**src/rtl/kmer_hamming_one_counter_assert.svh**
```systemverilog
// Assertion macros used by the kmer Hamming-one counter top level.
`ifndef KMER_HAMMING_ONE_COUNTER_ASSERT_SVH
`define KMER_HAMMING_ONE_COUNTER_ASSERT_SVH
`ifndef SYNTHESIS
// Same-cycle implication, sampled on clk and disabled while rst is high.
`define KHOC_ASSERT_IMP(lbl, ante, cons) \
  lbl: assert property (@(posedge clk) disable iff (rst) (ante) |-> (cons)) \
    else $error("khoc assertion failed");
// Next-cycle implication, sampled on clk and disabled while rst is high.
`define KHOC_ASSERT_NEXT(lbl, ante, cons) \
  lbl: assert property (@(posedge clk) disable iff (rst) (ante) |=> (cons)) \
    else $error("khoc assertion failed");
`else
`define KHOC_ASSERT_IMP(lbl, ante, cons)
`define KHOC_ASSERT_NEXT(lbl, ante, cons)
`endif
`endif

```
**src/rtl/khoc_pkg.sv**
```systemverilog
// Types, constants and helper functions of the kmer Hamming-one counter.
package khoc_pkg;

  localparam int MAX_K       = 16;
  localparam int COUNT_WIDTH = 32;
  localparam int K_W         = 5;
  localparam int COL_W       = 4;
  localparam int OUT_W       = 32;
  localparam int OUT_DEPTH   = 4;
  localparam int OUT_PTR_W   = 2;
  localparam int OUT_CNT_W   = 3;

  typedef enum logic [1:0] {
    KIND_BASE  = 2'd0,
    KIND_BOUND = 2'd1,
    KIND_READ  = 2'd2,
    KIND_CLEAR = 2'd3
  } kind_t;

  localparam logic [1:0] REG_SEED_LENGTH = 2'd0;
  localparam logic [1:0] REG_SEED_MASKS  = 2'd1;
  localparam logic [1:0] REG_TWO_STRANDS = 2'd2;
  localparam logic [1:0] REG_PAL_TWICE   = 2'd3;

  typedef logic [1:0]             base_t;
  typedef logic [COUNT_WIDTH-1:0] count_t;

  localparam count_t COUNT_MAX = '1;
  localparam logic [OUT_CNT_W-1:0] OUT_FULL = OUT_CNT_W'(OUT_DEPTH);

  typedef struct packed {
    logic [K_W-1:0] seed_length;
    logic [63:0]    seed_masks;
    logic           two_strands;
    logic           palindromes_twice;
  } cfg_t;

  // Increment request for one column: one row on each strand.
  typedef struct packed {
    logic  fw_inc;
    base_t fw_row;
    logic  rv_inc;
    base_t rv_row;
  } col_inc_t;

  typedef struct packed {
    col_inc_t [MAX_K-1:0] col;
    logic [1:0]           seed_add;
    logic [1:0]           total_add;
  } judge_res_t;

  // Complement of an IUPAC mask: A<->T and C<->G swap bit positions.
  function automatic logic [3:0] comp_mask(input logic [3:0] m);
    return {m[0], m[1], m[2], m[3]};
  endfunction

  function automatic logic [3:0] base_onehot(input base_t b);
    return 4'b0001 << b;
  endfunction

  function automatic logic [3:0] col_mask(input logic [63:0] masks,
                                          input logic [COL_W-1:0] col);
    return masks[{col, 2'b00} +: 4];
  endfunction

  // Seed length in use: zero acts as one, anything above MAX_K as MAX_K.
  function automatic logic [K_W-1:0] eff_len(input logic [K_W-1:0] sl);
    if (sl == '0) begin
      return K_W'(1);
    end else if (sl > K_W'(MAX_K)) begin
      return K_W'(MAX_K);
    end else begin
      return sl;
    end
  endfunction

  // Saturating add of zero, one or two.
  function automatic count_t sat_add(input count_t c, input logic [1:0] a);
    logic [COUNT_WIDTH:0] s;
    s = {1'b0, c} + {{(COUNT_WIDTH-1){1'b0}}, a};
    return s[COUNT_WIDTH] ? COUNT_MAX : s[COUNT_WIDTH-1:0];
  endfunction

endpackage

```
**src/rtl/khoc_cell.sv**
```systemverilog
// One column cell: a window base tap and the four counters of its column.
module khoc_cell
  import khoc_pkg::*;
(
  input  logic     clk,
  input  logic     rst,
  input  logic     shift_en,
  input  base_t    base_in,
  output base_t    base_q,
  input  col_inc_t inc,
  input  logic     clear,
  input  base_t    rd_row,
  output count_t   rd_count
);

  count_t cnt [4];
  count_t cnt_next [4];

  always_comb begin
    for (int r = 0; r < 4; r++) begin
      cnt_next[r] = sat_add(cnt[r],
                            {1'b0, inc.fw_inc && (inc.fw_row == base_t'(r))} +
                            {1'b0, inc.rv_inc && (inc.rv_row == base_t'(r))});
    end
  end

  always_ff @(posedge clk) begin
    if (rst) begin
      base_q <= '0;
    end else if (shift_en) begin
      base_q <= base_in;
    end
  end

  always_ff @(posedge clk) begin
    if (rst || clear) begin
      for (int r = 0; r < 4; r++) begin
        cnt[r] <= '0;
      end
    end else begin
      for (int r = 0; r < 4; r++) begin
        cnt[r] <= cnt_next[r];
      end
    end
  end

  assign rd_count = cnt[rd_row];

endmodule

```
**config.mk**
```make
export PLATFORM = sky130hd
export DESIGN_NAME = khoc_cell
export DESIGN_NICKNAME = d
export VERILOG_FILES = /design/src/rtl/kmer_hamming_one_counter_assert.svh /design/src/rtl/khoc_pkg.sv /design/src/rtl/khoc_cell.sv
export SDC_FILE = /design/constraint.sdc
export NUM_CORES = 1
export LEC_CHECK = 0
export BUFFER_PORTS_ARGS = -buffer_cell sky130_fd_sc_hd__buf_2
export CAP_MARGIN = 40
export CORE_UTILIZATION = 61
export CTS_BUF_LIST = sky130_fd_sc_hd__clkbuf_16
export DETAILED_ROUTE_END_ITERATION = 12
export PLACE_DENSITY = 0.84
export SYNTH_ARGS = -nofsm -noshare
export SYNTH_HDL_FRONTEND = slang
export SYNTH_SLANG_ARGS = --single-unit
```
**constraint.sdc**
```tcl
create_clock -name clk -period 7.11 [get_ports clk]
set_clock_uncertainty 0.05 [all_clocks]
set_input_delay 0.3555 -clock clk [delete_from_list [all_inputs] [get_ports clk]]
set_output_delay 0.3555 -clock clk [all_outputs]
set_load 0.05 [all_outputs]
```
==> flow_results.xml <==
<?xml version="1.0" encoding="UTF-8"?>
<metrics>
  <group name="clock_tree">
    <metric name="cts-hold-fix-buffers" unit="">0</metric>
    <metric name="post_cts_resized" unit="">0</metric>
    <metric name="cts_post_setup_buffers_inserted" unit="">0</metric>
    <metric name="ctsHtreeMaxLevel" unit="">4</metric>
    <metric name="ctsLongestPathBuffers" unit="">2</metric>
    <metric name="numCtsBuffers" unit="">17</metric>
    <metric name="clock-root-buffer" unit="">clkbuf_16</metric>
    <metric name="clock_sinks" unit="">130</metric>
    <metric name="clk-insertion-delay-late" unit="ps">430</metric>
    <metric name="clk_pin_slew" unit="ps">50</metric>
    <metric name="cts_tree" unit="">done</metric>
  </group>
  <group name="timing">
    <metric name="hold_viol_final" unit="">0</metric>
    <metric name="slew_hr" unit="%">34.3</metric>
    <metric name="tightestPinTransition" unit="ps">977</metric>
    <metric name="grt_setup_unrepaired" unit="">false</metric>
    <metric name="final-max-slew-violation-count" unit="">0</metric>
    <metric name="max_fclk" unit="MHz">309</metric>
    <metric name="finalSetupViolations" unit="">0</metric>
    <metric name="final_period_minus_worst_setup_slack" unit="ps">3230</metric>
    <metric name="setup_total_negative_slack" unit="ps">0</metric>
    <metric name="final_min_period_over_clock_period" unit="%">45.5</metric>
  </group>
  <group name="synthesis">
    <metric name="yosys_warnings" unit="">0</metric>
    <metric name="post_synth_inst_count" unit="">718</metric>
    <metric name="async_flop_share" unit="%">0</metric>
    <metric name="synth_top_area_share" unit="%">38.4</metric>
    <metric name="synth_area" unit="sq um">6790</metric>
    <metric name="synth_nets" unit="">740</metric>
    <metric name="postSynth.topFlopCell" unit="">dfxtp_1</metric>
    <metric name="number_of_distinct_standard_cells_referenced_by_the_synthesized_netlist" unit="">48</metric>
    <metric name="post_synth_edffs" unit="">0</metric>
    <metric name="synth.largest_area_cell" unit="">dfxtp_1</metric>
    <metric name="syn_area_per_cell" unit="sq um">9.45</metric>
    <metric name="yosys_register_bits" unit="">130</metric>
    <metric name="synth_area_leaders" unit="">dfxtp_1 38%, mux4_2 10%, xor2_1 6.8%, a21oi_1 6.3%, xnor2_1 4.4%</metric>
    <metric name="synth.yosys.seq_area_share" unit="%">38.4</metric>
  </group>
  <group name="global_route">
    <metric name="grt_pass1_vias" unit="">5572</metric>
    <metric name="grtUsageTotal" unit="%">31.7</metric>
    <metric name="overflow_left_after_global_routing" unit="">0</metric>
    <metric name="antenna_found_initial" unit="">0</metric>
    <metric name="grt_first_pass_wirelength" unit="mm">27.9</metric>
    <metric name="grt_start_max_net_pins" unit="">81</metric>
  </group>
  <group name="finish">
    <metric name="final.fill_count" unit="">739</metric>
    <metric name="multi_input_area" unit="sq um">3960</metric>
    <metric name="fin_nets" unit="">777</metric>
    <metric name="diodes" unit="">0</metric>
    <metric name="area_growth_syn_to_layout" unit="%">14.3</metric>
    <metric name="layout-drive-gt1-share" unit="%">17.8</metric>
    <metric name="final_cell_mix" unit="">130 x dfxtp_1, 86 x a21oi_1, 53 x xor2_1</metric>
    <metric name="layout.area.seq" unit="sq um">2600</metric>
    <metric name="layout.cell_area.non_filler" unit="sq um">7760</metric>
    <metric name="final_common_cell" unit="">dfxtp_1</metric>
  </group>
  <group name="die">
    <metric name="placement_rows" unit="">38</metric>
    <metric name="ios" unit="">48</metric>
    <metric name="die_x" unit="um">107</metric>
    <metric name="initial_utilization" unit="%">62.6</metric>
    <metric name="die_h" unit="um">107</metric>
    <metric name="die-area" unit="sq um">11500</metric>
    <metric name="design.core.area" unit="sq um">10800</metric>
  </group>
  <group name="pwr">
    <metric name="overall_power_of_the_completed_layout" unit="mW">1.75</metric>
    <metric name="intPower" unit="mW">1.40</metric>
    <metric name="peakVddDrop" unit="uV">156</metric>
    <metric name="power.combinational.fraction" unit="%">2.8</metric>
    <metric name="netSwitchingFraction" unit="%">20.1</metric>
    <metric name="power_switching" unit="mW">0.352</metric>
    <metric name="seq_power_share" unit="%">41.9</metric>
    <metric name="power_frac_clock" unit="%">55.3</metric>
    <metric name="power.density_cell_area" unit="nW/um^2">225</metric>
    <metric name="power.leakage" unit="nW">2.73</metric>
  </group>
  <group name="setup_path">
    <metric name="biggest_fanout_along_the_worst_timing_path" unit="">22</metric>
    <metric name="cp_cell_sequence" unit="">buf_2, or3b_2, fa_1, inv_1, ha_1, nand3_1, nor4_2, nand4_1, buf_6, a21oi_1</metric>
    <metric name="crit_path_max_incr_delay" unit="ps">690</metric>
    <metric name="crit_type" unit="">in -&gt; reg</metric>
    <metric name="cp_slowest_cell" unit="">nor4_2</metric>
    <metric name="worst_ep_required_time" unit="ps">7400</metric>
    <metric name="cp.buffers_inverters" unit="">3</metric>
    <metric name="arrival" unit="ps">3520</metric>
    <metric name="worst_setup_end_kind" unit="">register</metric>
    <metric name="critPathTopFamily" unit="">simple AND/OR/NAND/NOR gates</metric>
    <metric name="crit_path_start_kind" unit="">primary input</metric>
  </group>
  <group name="drt">
    <metric name="drc" unit="">0</metric>
    <metric name="drt-initial-drc-count" unit="">731</metric>
    <metric name="post_drt_via_cell_ratio" unit="">6.56</metric>
    <metric name="wl_per_cell" unit="um">19.0</metric>
    <metric name="postRouteAntennaNets" unit="">0</metric>
    <metric name="via_count" unit="">5953</metric>
    <metric name="postRouteWirelength" unit="mm">17.2</metric>
    <metric name="iteration_count_of_the_initial_detailed_routing_pass" unit="">5</metric>
  </group>
  <group name="placement">
    <metric name="io_buffer_count" unit="">47</metric>
    <metric name="routabilityCongestion" unit="">0.937</metric>
    <metric name="placedInstanceArea" unit="sq um">7110</metric>
    <metric name="hpwlAfterDp" unit="mm">12.0</metric>
  </group>
  <group name="run_status">
    <metric name="status" unit="">finished, final reports clean</metric>
  </group>
  <group name="run">
    <metric name="drv_cap" unit="">0</metric>
  </group>
  <group name="min_path">
    <metric name="min-delay-path-class" unit="">in -&gt; reg</metric>
  </group>
</metrics>
[synthesized netlist by cell type, drive strengths merged (2+ instances only)]
library cell    n
dfxtp         130
a21oi          96
xor2           53
nand3          52
nand4          35
nor2           35
xnor2          34
nand2          33
mux4           32
and3           25
clkbuf         25
inv            21
nor3           21
o21ai          19
a31oi          14
nor4           13
buf            10
and2            6
and4            6
nand3b          6
a311oi          5
mux2i           5
nand4b          5
fa              4
ha              4
or3             4
a211oi          3
nor2b           3
or3b            3
or4             3
a31o            2
a41o            2
o211a           2
or2             2
[logic make-up (layout without fill, tap and decap cells)]
logic type | count (synthesis) | in the layout | synth area share (%)
compound gates | 146 | 146 | 12.5
simple gates | 254 | 254 | 21.2
fa+ha+maj | 8 | 8 | 1.92
mux | 37 | 37 | 11.4
flops | 130 | 130 | 38.4
buf+inv | 56 | 106 | 3.37
xor+xnor | 87 | 87 | 11.2
[power groups by stage]
stage | clock network (mW) | logic [mW] | registers (mW)
after floorplan | 0 | 0.0330 | 0.750
after global placement | 0 | 0.0460 | 0.748
after detailed placement | 0 | 0.0489 | 0.748
after CTS | 0.972 | 0.0493 | 0.732
after global routing | 0.998 | 0.0531 | 0.732
final | 0.968 | 0.0492 | 0.732
[flip-flops by register name (all words and copies together) (netlist names)]
| signal | cells |
|---|---|
| base_q | 2 |
| cnt | 128 |
[path summary, 6_finish.rpt]
path	startpoint	end	slack (ps)	cells after the start
setup / recovery	inc[4]	cnt[0][0]	3880	10
hold / removal	rst	base_q[0]	90	2
setup reg to reg	cnt[0][0]	cnt[0][0]	3960	9
hold reg to reg	base_q[0]	base_q[0]	450	2
[area by class of cell]
| type | instances | area share (%) |
|---|---|---|
| clock buffer | 17 | 5.48 |
| clock inverter | 15 | 2.87 |
| inverter | 21 | 1.02 |
| multi-input combinational | 532 | 51.0 |
| sequential | 130 | 33.5 |
| tap | 140 | 2.26 |
| timing repair buffer | 53 | 3.84 |
[per-layer routing]
metal  wire, um  up-vias  global-route usage [%]
li1           -     2741                       -
met5          0        -                       0
met1       7060     2867                    42.7
met4        416        0                    14.2
met3       1500       40                    5.75
met2       8240      305                    49.8
[metrics by stage]
stage	util, %	worst slack (ps)	cells	hold slack [ps]
floorplan	-	4090	718	378
global placement	65.1	3110	871	420
detailed placement	65.5	3540	875	443
CTS	71.5	3910	907	84.8
global route	71.6	3690	908	99.9
finish	71.6	3880	908	86.9
No activity file was read; power rests on OpenSTA's default activity.
