[src/rtl/kmer_hamming_one_counter_assert.svh]
// Assertion macros used by the kmer Hamming-one counter top level.
`ifndef KMER_HAMMING_ONE_COUNTER_ASSERT_SVH
`define KMER_HAMMING_ONE_COUNTER_ASSERT_SVH
`ifndef SYNTHESIS
// Same-cycle implication, sampled on clk and disabled while rst is high.
`define KHOC_ASSERT_IMP(lbl, ante, cons) \
  lbl: assert property (@(posedge clk) disable iff (rst) (ante) |-> (cons)) \
    else $error("khoc assertion failed");
// Next-cycle implication, sampled on clk and disabled while rst is high.
`define KHOC_ASSERT_NEXT(lbl, ante, cons) \
  lbl: assert property (@(posedge clk) disable iff (rst) (ante) |=> (cons)) \
    else $error("khoc assertion failed");
`else
`define KHOC_ASSERT_IMP(lbl, ante, cons)
`define KHOC_ASSERT_NEXT(lbl, ante, cons)
`endif
`endif

[src/rtl/khoc_pkg.sv]
// Types, constants and helper functions of the kmer Hamming-one counter.
package khoc_pkg;

  localparam int MAX_K       = 16;
  localparam int COUNT_WIDTH = 32;
  localparam int K_W         = 5;
  localparam int COL_W       = 4;
  localparam int OUT_W       = 32;
  localparam int OUT_DEPTH   = 4;
  localparam int OUT_PTR_W   = 2;
  localparam int OUT_CNT_W   = 3;

  typedef enum logic [1:0] {
    KIND_BASE  = 2'd0,
    KIND_BOUND = 2'd1,
    KIND_READ  = 2'd2,
    KIND_CLEAR = 2'd3
  } kind_t;

  localparam logic [1:0] REG_SEED_LENGTH = 2'd0;
  localparam logic [1:0] REG_SEED_MASKS  = 2'd1;
  localparam logic [1:0] REG_TWO_STRANDS = 2'd2;
  localparam logic [1:0] REG_PAL_TWICE   = 2'd3;

  typedef logic [1:0]             base_t;
  typedef logic [COUNT_WIDTH-1:0] count_t;

  localparam count_t COUNT_MAX = '1;
  localparam logic [OUT_CNT_W-1:0] OUT_FULL = OUT_CNT_W'(OUT_DEPTH);

  typedef struct packed {
    logic [K_W-1:0] seed_length;
    logic [63:0]    seed_masks;
    logic           two_strands;
    logic           palindromes_twice;
  } cfg_t;

  // Increment request for one column: one row on each strand.
  typedef struct packed {
    logic  fw_inc;
    base_t fw_row;
    logic  rv_inc;
    base_t rv_row;
  } col_inc_t;

  typedef struct packed {
    col_inc_t [MAX_K-1:0] col;
    logic [1:0]           seed_add;
    logic [1:0]           total_add;
  } judge_res_t;

  // Complement of an IUPAC mask: A<->T and C<->G swap bit positions.
  function automatic logic [3:0] comp_mask(input logic [3:0] m);
    return {m[0], m[1], m[2], m[3]};
  endfunction

  function automatic logic [3:0] base_onehot(input base_t b);
    return 4'b0001 << b;
  endfunction

  function automatic logic [3:0] col_mask(input logic [63:0] masks,
                                          input logic [COL_W-1:0] col);
    return masks[{col, 2'b00} +: 4];
  endfunction

  // Seed length in use: zero acts as one, anything above MAX_K as MAX_K.
  function automatic logic [K_W-1:0] eff_len(input logic [K_W-1:0] sl);
    if (sl == '0) begin
      return K_W'(1);
    end else if (sl > K_W'(MAX_K)) begin
      return K_W'(MAX_K);
    end else begin
      return sl;
    end
  endfunction

  // Saturating add of zero, one or two.
  function automatic count_t sat_add(input count_t c, input logic [1:0] a);
    logic [COUNT_WIDTH:0] s;
    s = {1'b0, c} + {{(COUNT_WIDTH-1){1'b0}}, a};
    return s[COUNT_WIDTH] ? COUNT_MAX : s[COUNT_WIDTH-1:0];
  endfunction

endpackage

[src/rtl/khoc_fifo.sv]
// Small result queue between the counter stage and the output stream.
module khoc_fifo
  import khoc_pkg::*;
(
  input  logic                 clk,
  input  logic                 rst,
  input  logic                 push,
  input  logic [3*OUT_W-1:0]   push_data,
  input  logic                 pop,
  output logic                 out_valid,
  output logic [3*OUT_W-1:0]   out_data,
  output logic [OUT_CNT_W-1:0] count
);

  logic [3*OUT_W-1:0]   mem [OUT_DEPTH];
  logic [OUT_PTR_W-1:0] wr_ptr, rd_ptr;

  always_ff @(posedge clk) begin
    if (push) begin
      mem[wr_ptr] <= push_data;
    end
  end

  always_ff @(posedge clk) begin
    if (rst) begin
      wr_ptr <= '0;
      rd_ptr <= '0;
      count  <= '0;
    end else begin
      if (push) begin
        wr_ptr <= wr_ptr + 1'b1;
      end
      if (pop) begin
        rd_ptr <= rd_ptr + 1'b1;
      end
      count <= count + OUT_CNT_W'(push) - OUT_CNT_W'(pop);
    end
  end

  assign out_valid = count != '0;
  assign out_data  = mem[rd_ptr];

endmodule

[config.mk]
export PLATFORM = sky130hd
export DESIGN_NAME = khoc_fifo
export DESIGN_NICKNAME = d
export VERILOG_FILES = /design/src/rtl/kmer_hamming_one_counter_assert.svh /design/src/rtl/khoc_pkg.sv /design/src/rtl/khoc_fifo.sv
export SDC_FILE = /design/constraint.sdc
export NUM_CORES = 1
export LEC_CHECK = 0
export BUFFER_PORTS_ARGS = -buffer_cell sky130_fd_sc_hd__buf_4
export CAP_MARGIN = 20
export CORE_AREA = 2 2 205 207
export CTS_CLUSTER_SIZE = 12
export DETAILED_ROUTE_END_ITERATION = 7
export DIE_AREA = 0 0 207 209
export HOLD_SLACK_MARGIN = 0.12
export PLACE_DENSITY_LB_ADDON = 0.2
export SLEW_MARGIN = 20
export SYNTH_ARGS = -nofsm -noshare
export SYNTH_HDL_FRONTEND = slang
export SYNTH_SLANG_ARGS = --single-unit
[constraint.sdc]
create_clock -name clk -period 7.6 [get_ports clk]
set_clock_uncertainty 0.15 [all_clocks]
set_input_delay 0.38 -clock clk [delete_from_list [all_inputs] [get_ports clk]]
set_output_delay 0.38 -clock clk [all_outputs]
set_load 0.01 [all_outputs]
==> results of run 1 <==
==> logic make-up after synthesis <==
| group | after synthesis |
|---|---|
| fa+ha+maj | 7 |
| compound gates | 2 |
| xor+xnor | 3 |
| mux | 97 |
| buf+inv | 28 |
| simple gates | 13 |
| flops | 393 |
==> area by class of cell <==
cell class / instances / area (um2) / area share (%)
diodes: 1 / 2.50 / 0.0134
clock inverters: 7 / 33.8 / 0.181
flip-flops and latches: 393 / 11700 / 62.9
multi-input cells: 122 / 2400 / 12.9
clock buffers: 62 / 1240 / 6.66
well taps: 539 / 674 / 3.62
repair buffers: 306 / 2550 / 13.7
inverters: 6 / 22.5 / 0.121
==> worst reg2reg max path: stages, from the launching register on <==
cell     delay, ps
dfxtp_1        350
inv_1          110
ha_1           150
and2_4         640
buf_4          770
==> registers in the layout, summed over array words and instances, names as in the netlist, named ones only <==
signal  count
count       3
rd_ptr      2
wr_ptr      2
mem       384
==> through the flow <==
step	worst slack [ps]	power (uW)	util [%]
6_report	4230	4960	45.2
5_1_grt	4040	5160	45.2
4_1_cts	4160	5040	45.2
3_5_place_dp	4770	3090	39.6
3_3_place_gp	4790	3070	39.6
2_1_floorplan	4220	2840	-
==> cell usage in the layout (no fill, tap or decap), types with 4 or more instances in the layout <==
master and instances:
and2_4 4, buf_4 206, clkbuf_1 14, clkbuf_16 47, clkinv_1 5, dfxtp_1 7
dlygate4sd3_1 100, edfxtp_1 384, ha_1 6, inv_1 6, mux4_2 96, nor2_1 5
==> worst min-delay path by stage <==
stage                            end  slack, ps
after floorplan             count[0]        300
after global placement     flip-flop        350
after detailed placement   flip-flop        370
after CTS                 mem[0][22]        380
after global routing      mem[2][20]        400
final                      flip-flop        380
==> report_power, final <==
group | total (uW) | leakage [uW] | internal (uW) | switching [uW]
logic | 547 | 0.00207 | 295 | 252
registers | 2530 | 0.00360 | 2490 | 35.7
clock network | 1880 | 0.000611 | 1120 | 762
total | 4960 | 0.00629 | 3910 | 1050
==> metal layers <==
metal,vias up,track usage [%],wire (um)
met5,-,0,0
met1,3506,16.6,11900
li1,2988,-,-
met3,49,3.67,1620
met4,0,5.00,663
met2,177,22.8,14400
==> impl_results.md, run 1 <==
- Cell count after synthesis: 543
- Port bufs: 199
- First-pass GRT wire length: 44400 um
- Synthesized-area fraction occupied by and/or/nand/nor cells: 0.491%
- Standard cell core area: 0.0413 mm2
- Via count of the first global-routing pass: 7592
- Worst Max-Slew Pin Slew: 958 ps
- Crit-path cells: buf_4, mux4_2, buf_4
- Number of setup violations in the final report: 0
- Most frequent cell after synthesis: edfxtp_1
- Critical path depth in cells: 3
- Crit path required time: 7070 ps
- Root Buffer: clkbuf_16
- Remaining routing DRC violations: 0
- Final WL: 28600 um
- Reg-to-Reg End: mem[2][22]
- Compound-Gate Fraction of Synth Area: 0.105%
- Power per standard cell area: 266 mW/mm2
- Clock tree from TritonCTS: built
- Iter 0 DRT Violations: 283
- Die Area: 0.0433 mm2
- Number of primary I/O pins: 200
- Num CTS Buffers: 42
- Post-Layout Inst Area: 0.0186 mm2
- Synthesized cell area: 0.0143 mm2
- Cells taking the most area after synthesis: edfxtp_1, mux4_2, dfxtp_1, ha_1, buf_6
- Filler cell count in the final layout: 3496
- Share of the yosys chip area belonging to registers: 82.0%
- Number of flops mapped to enable cells by yosys: 384
- Critical path class: reg -> out
- CTS sink cnt: 393
- Global Route Usage Sum: 13.5%
- Slack of the worst reg-to-reg path: 4950 ps
- Mux share of post-synthesis cell area: 15.2%
- Placed Cells incl. Taps: 1266
- Primary FF master, synth: edfxtp_1
- Resized cells post-CTS: 0
- H-tree depth: 2
- Fraction of layout instances using a drive strength above 1: 40.1%
- Number of max-cap violations: 0
- Startpoint kind of the worst setup timing path: flip-flop
- Antenna violations before repair: 1
- Drt wl/cell: 19.9 um
- Detailed-placement wirelength estimate: 16500 um
- Yosys Warn Count: 0
- Path category of the worst min-delay check: reg -> reg
- Largest stage delay on the critical path: 790 ps
- Min Hold Slack: 383 ps
- CTS max path bufs: 3
- Via Count: 6720
- Post-route insts no fill: 1436
- Count of final hold-check violations: 0
- Initial core utilization: 34.6%
- End point of the critical path: out_data[15]
- Hold-fix buffers at CTS: 100
- Cell family with most CP delay: buffers and inverters
- CP endpoint kind: output pin
- Tcrit/Tclk final: 44.3%
- RSZ-0062 raised after global routing: false
- Number of stages on the worst hold path: 2
- Net count after synthesis: 650
- Post-detailed-placement cell area: 0.0164 mm2
- Number of buffers and inverters on the critical path: 2
- Post-CTS setup buffer count: 0
- Post-synthesis xor/xnor area fraction: 0.289%
- Largest family of logic cells by synthesized area: multiplexers
- Slew margin rel.: 36.1%
- Number of detailed-routing iterations run before antenna repair: 4
- Later-pin clock latency in the skew report: 540 ps
- Total negative setup slack: 0 ps
- Vertical die dimension: 209 um
- Worst-path fanout max: 57
- Max Freq: 297 MHz
- Aggregate global routing overflow: 0
- Beginning of the worst register-to-register path: wr_ptr[0]
- Average instance area after synthesis: 26.3 um2
- Clock edge transition at the registers on the reported setup and hold paths: 60 ps
- Critical-path top delay cell: buf_4
- Synth top cells by count: edfxtp_1, mux4_2, buf_2
- Horizontal extent of the die: 207 um
- Worst reg-to-reg path cell count: 4
- Std-Cell Rows: 75
- Async set-or-reset flop fraction in the synthesized netlist: 0%
- Number of register bits inferred by synthesis: 393
- Number of pins with negative max-slew slack in the final report: 0
- Net count reported at finish: 978
- VDD IR max: 0.170 mV
- Run status: complete, no violations
- Final antenna-violating net count: 0
- Cell repeated most along the worst path: buf_4
- Synthesis-to-finish area growth: 30.6%
- Reported leakage power: 0.00629 uW
- Placer's final routability congestion estimate: 0.706
- Number of vias per cell: 4.68
- Yosys cell types: 20
- Share of the synthesized area in the top cell type: 80.8%
- Endpoint arrival time on the critical path: 2840 ps
- Fin crit period: 3370 ps
- Source of the worst hold timing path: rd_ptr[1]
- Largest area contributor in the netlist: edfxtp_1
- Maximum number of pins on one net before global-route repair: 58
- Arithmetic-cell share of the synthesized area counting full adders, half adders and majority gates: 0.666%
(Power assumes the default switching activity.)
==> run 2: changes to the inputs <==
Clock period 7.6 ns to 3.3 ns, I/O delays scaled along.
==> run 2 against run 1 <==
  * Final cell count up 0.42%
  * Sequential power up 130%
  * Clock-buffer cell count decreased by 6
  * First-iteration DRC count grew 49%
  * Critical path type unchanged
  * Largest power group unchanged
  * Highest routed layer is now met5
==> impl_results.md, run 2 (synthesized netlist as in run 1, its figures left out) <==
- Maximum number of pins on one net before global-route repair: 97 (+67%)
- Number of pins with negative max-slew slack in the final report: 0 (unchanged)
- RSZ-0062 raised after global routing: false
- Largest register FFs: 384 (unchanged)
- Synthesis-to-finish area growth: 31.4%
- Slew margin rel.: 52.1% (+16 points)
- Placed Cells incl. Taps: 1275 (+0.71%)
- Reported leakage power: 0.00635 uW (+1.1%)
- Number of primary I/O pins: 200 (unchanged)
- VDD IR max: 0.435 mV (+160%)
- Num CTS Buffers: 41 (-2.4%)
- Via count of the first global-routing pass: 7489 (-1.4%)
- H-tree depth: 2 (unchanged)
- Biggest registers after layout: mem x384, count x3
- Count of final hold-check violations: 0 (unchanged)
- Multi-input combinational cell area: 0.00240 mm2 (unchanged)
- Tcrit/Tclk final: 76.8%
- FF/Latch Area: 0.0117 mm2 (unchanged)
- Port bufs: 199 (unchanged)
- Worst Slack Setup Final: 767 ps (-3470 ps)
- Via Count: 6754 (+0.51%)
- Number of max-cap violations: 0 (unchanged)
- Initial core utilization: 34.6% (unchanged)
- Most frequent cells in the layout: edfxtp_1, buf_4, dlygate4sd3_1, mux4_2, clkbuf_16
- Cell repeated most along the worst path: buf_4
- Largest stage delay on the critical path: 610 ps (-180 ps)
- Placer's final routability congestion estimate: 0.702 (-0.55%)
- Horizontal extent of the die: 207 um (unchanged)
- Fraction of layout instances using a drive strength above 1: 41.0% (+0.91 points)
- Number of antenna cells inserted: 0 (-1)
- Total negative setup slack: 0 ps (unchanged)
- Die Area: 0.0433 mm2 (unchanged)
- Run status: complete, no violations
- Clock edge transition at the registers on the reported setup and hold paths: 60 ps (about the same)
- Drt wl/cell: 20.5 um (+2.8%)
- Filler cell count in the final layout: 3523 (+0.77%)
- CTS sink cnt: 393 (unchanged)
- Crit-path cells: buf_4, mux4_2, buf_4
- Net count reported at finish: 986 (+0.82%)
- Standard cell core area: 0.0413 mm2 (unchanged)
- Iter 0 DRT Violations: 423 (+49%)
- Final WL: 29500 um (+3.2%)
- Min Hold Slack: 213 ps (-170 ps)
- Root Buffer: clkbuf_16
- CP endpoint kind: output pin
- Fin crit period: 2530 ps
- Critical path class: reg -> out
- Number of vias per cell: 4.68 (about the same)
- Global Route Usage Sum: 13.7% (+0.17 points)
- Worst Max-Slew Pin Slew: 718 ps (-240 ps)
- Remaining routing DRC violations: 0 (unchanged)
- Vertical die dimension: 209 um (unchanged)
- Number of detailed-routing iterations run before antenna repair: 5 (+1)
- Number of setup violations in the final report: 0 (unchanged)
- Placement-stage worst setup slack: 1090 ps (-3680 ps)
- Antenna violations before repair: 1 (unchanged)
- Critical-path top delay cell: mux4_2
- Startpoint kind of the worst setup timing path: flip-flop
- Crit path required time: 2980 ps (-4090 ps)
- Detailed-placement wirelength estimate: 17800 um (+8.0%)
- Power per standard cell area: 610 mW/mm2 (+130%)
- First-pass GRT wire length: 44800 um (+0.84%)
- Std-Cell Rows: 75 (unchanged)
- CTS max path bufs: 3 (unchanged)
- Path category of the worst min-delay check: in -> reg
- Post-route insts no fill: 1442 (+0.42%)
- Tot Pwr: 11400 uW (+130%)
- Leading cell type in the layout, fill and taps excluded: edfxtp_1
- Worst-path fanout max: 29 (-49%)
- Endpoint arrival time on the critical path: 2220 ps (-620 ps)
- Max Freq: 395 MHz
- Clock tree from TritonCTS: built
- Register ranked first by flip-flop count: mem
- Later-pin clock latency in the skew report: 530 ps (about the same)
- Aggregate global routing overflow: 0 (unchanged)
- Final antenna-violating net count: 0 (unchanged)
[run 2: power by group]
group	leakage [uW]	switching, uW	internal [uW]
registers	0.00360	69.7	5740
clock network	0.000612	1750	2560
logic	0.00214	614	702
total	0.00635	2430	9000
[run 2: area by class of cell]
class	count	share of cell area (%)
clock buffers	56	6.10
multi-input cells	122	12.8
well taps	539	3.60
clock inverters	11	0.554
inverters	6	0.120
flip-flops and latches	393	62.5
repair buffers	315	14.3
[run 2: worst paths after layout]
| path | startpoint | to | slack [ps] | cells past startpoint |
|---|---|---|---|---|
| hold reg to reg | rd_ptr[0] | flip-flop | 380 | 2 |
| setup reg to reg | wr_ptr[0] | mem[1][41] | 1140 | 3 |
| hold / removal | push_data[3] | mem[2][3] | 210 | 2 |
| setup / recovery | flip-flop | out_data[66] | 770 | 3 |
[run 2: per-stage QoR]
step | instance area (um2) | util, %
6_report | 18800 | 45.4
5_1_grt | 18800 | 45.4
4_1_cts | 18800 | 45.4
3_5_place_dp | 16500 | 40.0
3_3_place_gp | 16500 | 40.0
2_1_floorplan | 14300 | -
[run 2: critical path: cells and delay by family (launching register included)]
| kind | cells | cell delay, ps |
|---|---|---|
| multiplexers | 1 | 610 |
| flip-flops | 1 | 360 |
| buffers and inverters | 2 | 670 |
[run 2: timing repair]
| item | CTS | global route |
|---|---|---|
| hold buffers | 100 | 0 |
| endpoints found under the hold margin | 401 | 0 |
| resized for setup | 0 | 0 |
| setup buffers | 0 | 0 |
| endpoints found under the setup margin | 0 | 0 |
[run 2: metal layers]
| layer | vias to the layer above | GRT usage, % | wire length (um) |
|---|---|---|---|
| li1 | 2998 | - | - |
| met1 | 3530 | 17.9 | 12800 |
| met2 | 185 | 22.2 | 14500 |
| met3 | 39 | 4.10 | 1740 |
| met4 | 2 | 3.77 | 489 |
| met5 | - | 0 | 11 |
==> run 3: changes to the inputs <==
Clock period 3.3 ns to 2.1 ns, I/O delays scaled along.
==> run 3 against run 2 <==
  * The run now ends with negative setup slack left
  * Critical path depth up 1
  * Core utilization up 2.9 points
  * Clock power up 61%
  * Wire length up 2.9%
  * Non-clock buffer count up 49
  * Via count up 3.9%
  * Worst setup slack worse by 920 ps
  * Die area unchanged
  * Sequential share of layout area down 3.7 points
  * Total power up 63%
  * Flip-flop and latch count unchanged
==> impl_results.md, run 3 (synthesized netlist as in run 1, its figures left out) <==
- Run status: finished, violations left
- Violations in the final reports: negative setup slack
- Worst reg-to-reg path cell count: 6 (+3)
- Port bufs: 199 (unchanged)
- Power per standard cell area: 932 mW/mm2 (+53%)
- Critical path class: reg -> out
- Worst-path fanout max: 10 (-66%)
- Std-Cell Rows: 75 (unchanged)
- CTS sink cnt: 393 (unchanged)
- Synthesis-to-finish area growth: 39.7%
- Startpoint kind of the worst setup timing path: flip-flop
- Reg-to-Reg End: count[0]
- Placed Cells incl. Taps: 1280 (+0.39%)
- Antenna violations before repair: 2 (+1)
- Aggregate global routing overflow: 0 (unchanged)
- Later-pin clock latency in the skew report: 550 ps (+20 ps)
- Fin crit period: 2250 ps
- Number of vias per cell: 4.69 (+0.14%)
- Tcrit/Tclk final: 107%
- Iter 0 DRT Violations: 390 (-7.8%)
- Path category of the worst min-delay check: in -> reg
- First-pass GRT wire length: 46000 um (+2.6%)
- CTS max path bufs: 3 (unchanged)
- Worst Slack Setup Final: -150 ps (-917 ps)
- Number of detailed-routing iterations run before antenna repair: 4 (-1)
- Placement-stage worst setup slack: 284 ps (-809 ps)
- Detailed-placement wirelength estimate: 17400 um (-2.2%)
- Standard cell core area: 0.0413 mm2 (unchanged)
- Slack of the worst reg-to-reg path: 170 ps (-970 ps)
- Min Hold Slack: 155 ps (-58.0 ps)
- End point of the critical path: out_data[42]
- Horizontal extent of the die: 207 um (unchanged)
- Most frequent cells in the layout: edfxtp_1, dlygate4sd3_1, buf_4, mux4_2, buf_6
- Maximum number of pins on one net before global-route repair: 65 (-33%)
- Final antenna-violating net count: 0 (unchanged)
- Total negative setup slack: -8040 ps (-8040 ps)
- Biggest registers after layout: mem x384, count x3
- Drt wl/cell: 20.3 um (-0.79%)
- Number of setup violations in the final report: 95 (+95)
- Net count reported at finish: 1036 (+5.1%)
- RSZ-0062 raised after global routing: true
- Crit path required time: 1850 ps (-1130 ps)
- VDD IR max: 0.692 mV (+59%)
- Number of max-cap violations: 0 (unchanged)
- Number of primary I/O pins: 200 (unchanged)
- Num CTS Buffers: 42 (+2.4%)
- Number of pins with negative max-slew slack in the final report: 0 (unchanged)
- Count of final hold-check violations: 0 (unchanged)
- Global Route Usage Sum: 14.1% (+0.43 points)
- Vertical die dimension: 209 um (unchanged)
- Register ranked first by flip-flop count: mem
- Root Buffer: clkbuf_16
- Fraction of layout instances using a drive strength above 1: 40.9% (-0.075 points)
- Max Freq: 444 MHz
- Via count of the first global-routing pass: 7890 (+5.4%)
- Worst Max-Slew Pin Slew: 450 ps (-268 ps)
- Clock tree from TritonCTS: built
- H-tree depth: 2 (unchanged)
- Die Area: 0.0433 mm2 (unchanged)
- Via Count: 7017 (+3.9%)
- Endpoint arrival time on the critical path: 2000 ps (-220 ps)
- Leading cell type in the layout, fill and taps excluded: edfxtp_1
- Post-route insts no fill: 1496 (+3.7%)
- Clock edge transition at the registers on the reported setup and hold paths: 60 ps (about the same)
- Final WL: 30400 um (+2.9%)
- Remaining routing DRC violations: 0 (unchanged)
- Largest register FFs: 384 (unchanged)
- CP endpoint kind: output pin
- Slew margin rel.: 70.0% (+18 points)
- Reported leakage power: 0.00682 uW (+7.4%)
- Beginning of the worst register-to-register path: count[0]
- Initial core utilization: 34.6% (unchanged)
- Placer's final routability congestion estimate: 0.709 (+0.94%)
==> run 3: worst min-delay path by stage <==
stage	startpoint	endpoint	slack [ps]	depth (start not counted)
floorplan	rst	count[0]	30	1
global placement	push_data[39]	mem[1][39]	150	1
detailed placement	push_data[49]	mem[3][49]	160	1
CTS	push_data[0]	mem[2][0]	120	2
global route	push_data[59]	mem[0][59]	130	2
finish	push_data[77]	mem[2][77]	160	2
==> run 3: stage by stage <==
step	utilization, %	power (uW)	instance area [um2]
after CTS	48.0	18800	19800
after detailed placement	40.4	11300	16700
final	48.3	18600	20000
after global routing	48.3	19300	19900
after global placement	40.4	11200	16700
after floorplan	-	10200	14300
==> run 3: layer usage <==
metal | vias up | wire length, um | GRT usage [%]
met2 | 193 | 15000 | 23.6
met1 | 3662 | 12800 | 17.7
met4 | 2 | 653 | 4.14
met5 | - | 13 | 0
met3 | 49 | 1870 | 4.22
li1 | 3111 | - | -
==> run 3: final cells by class <==
type,instances,area (um2)
sequential,393,11700
antenna,1,2.50
tap,539,674
fill,3378,21300
timing repair buffer,364,3840
multi-input combinational,122,2400
clock inverter,14,114
clock buffer,57,1170
inverter,6,22.5
==> run 3: worst max-delay path, cell delays in order, from the launching register on <==
cell	delay, ps
dfxtp_4	380
buf_12	170
buf_16	170
mux4_2	560
buf_6	150
==> run 3: where the power goes <==
group	internal, uW	switching [uW]
combinational	1480	1070
clock	4120	2820
sequential	9020	99.5
total	14600	3980
==> run 3: timing repair <==
action,4_1_cts,5_1_grt
setup endpoints to repair,96,96
cloned,5,2
buffers inserted,8,3
endpoints found under the hold margin,500,0
hold buffers,127,0
gates resized for setup,84,23
pin swaps,0,0
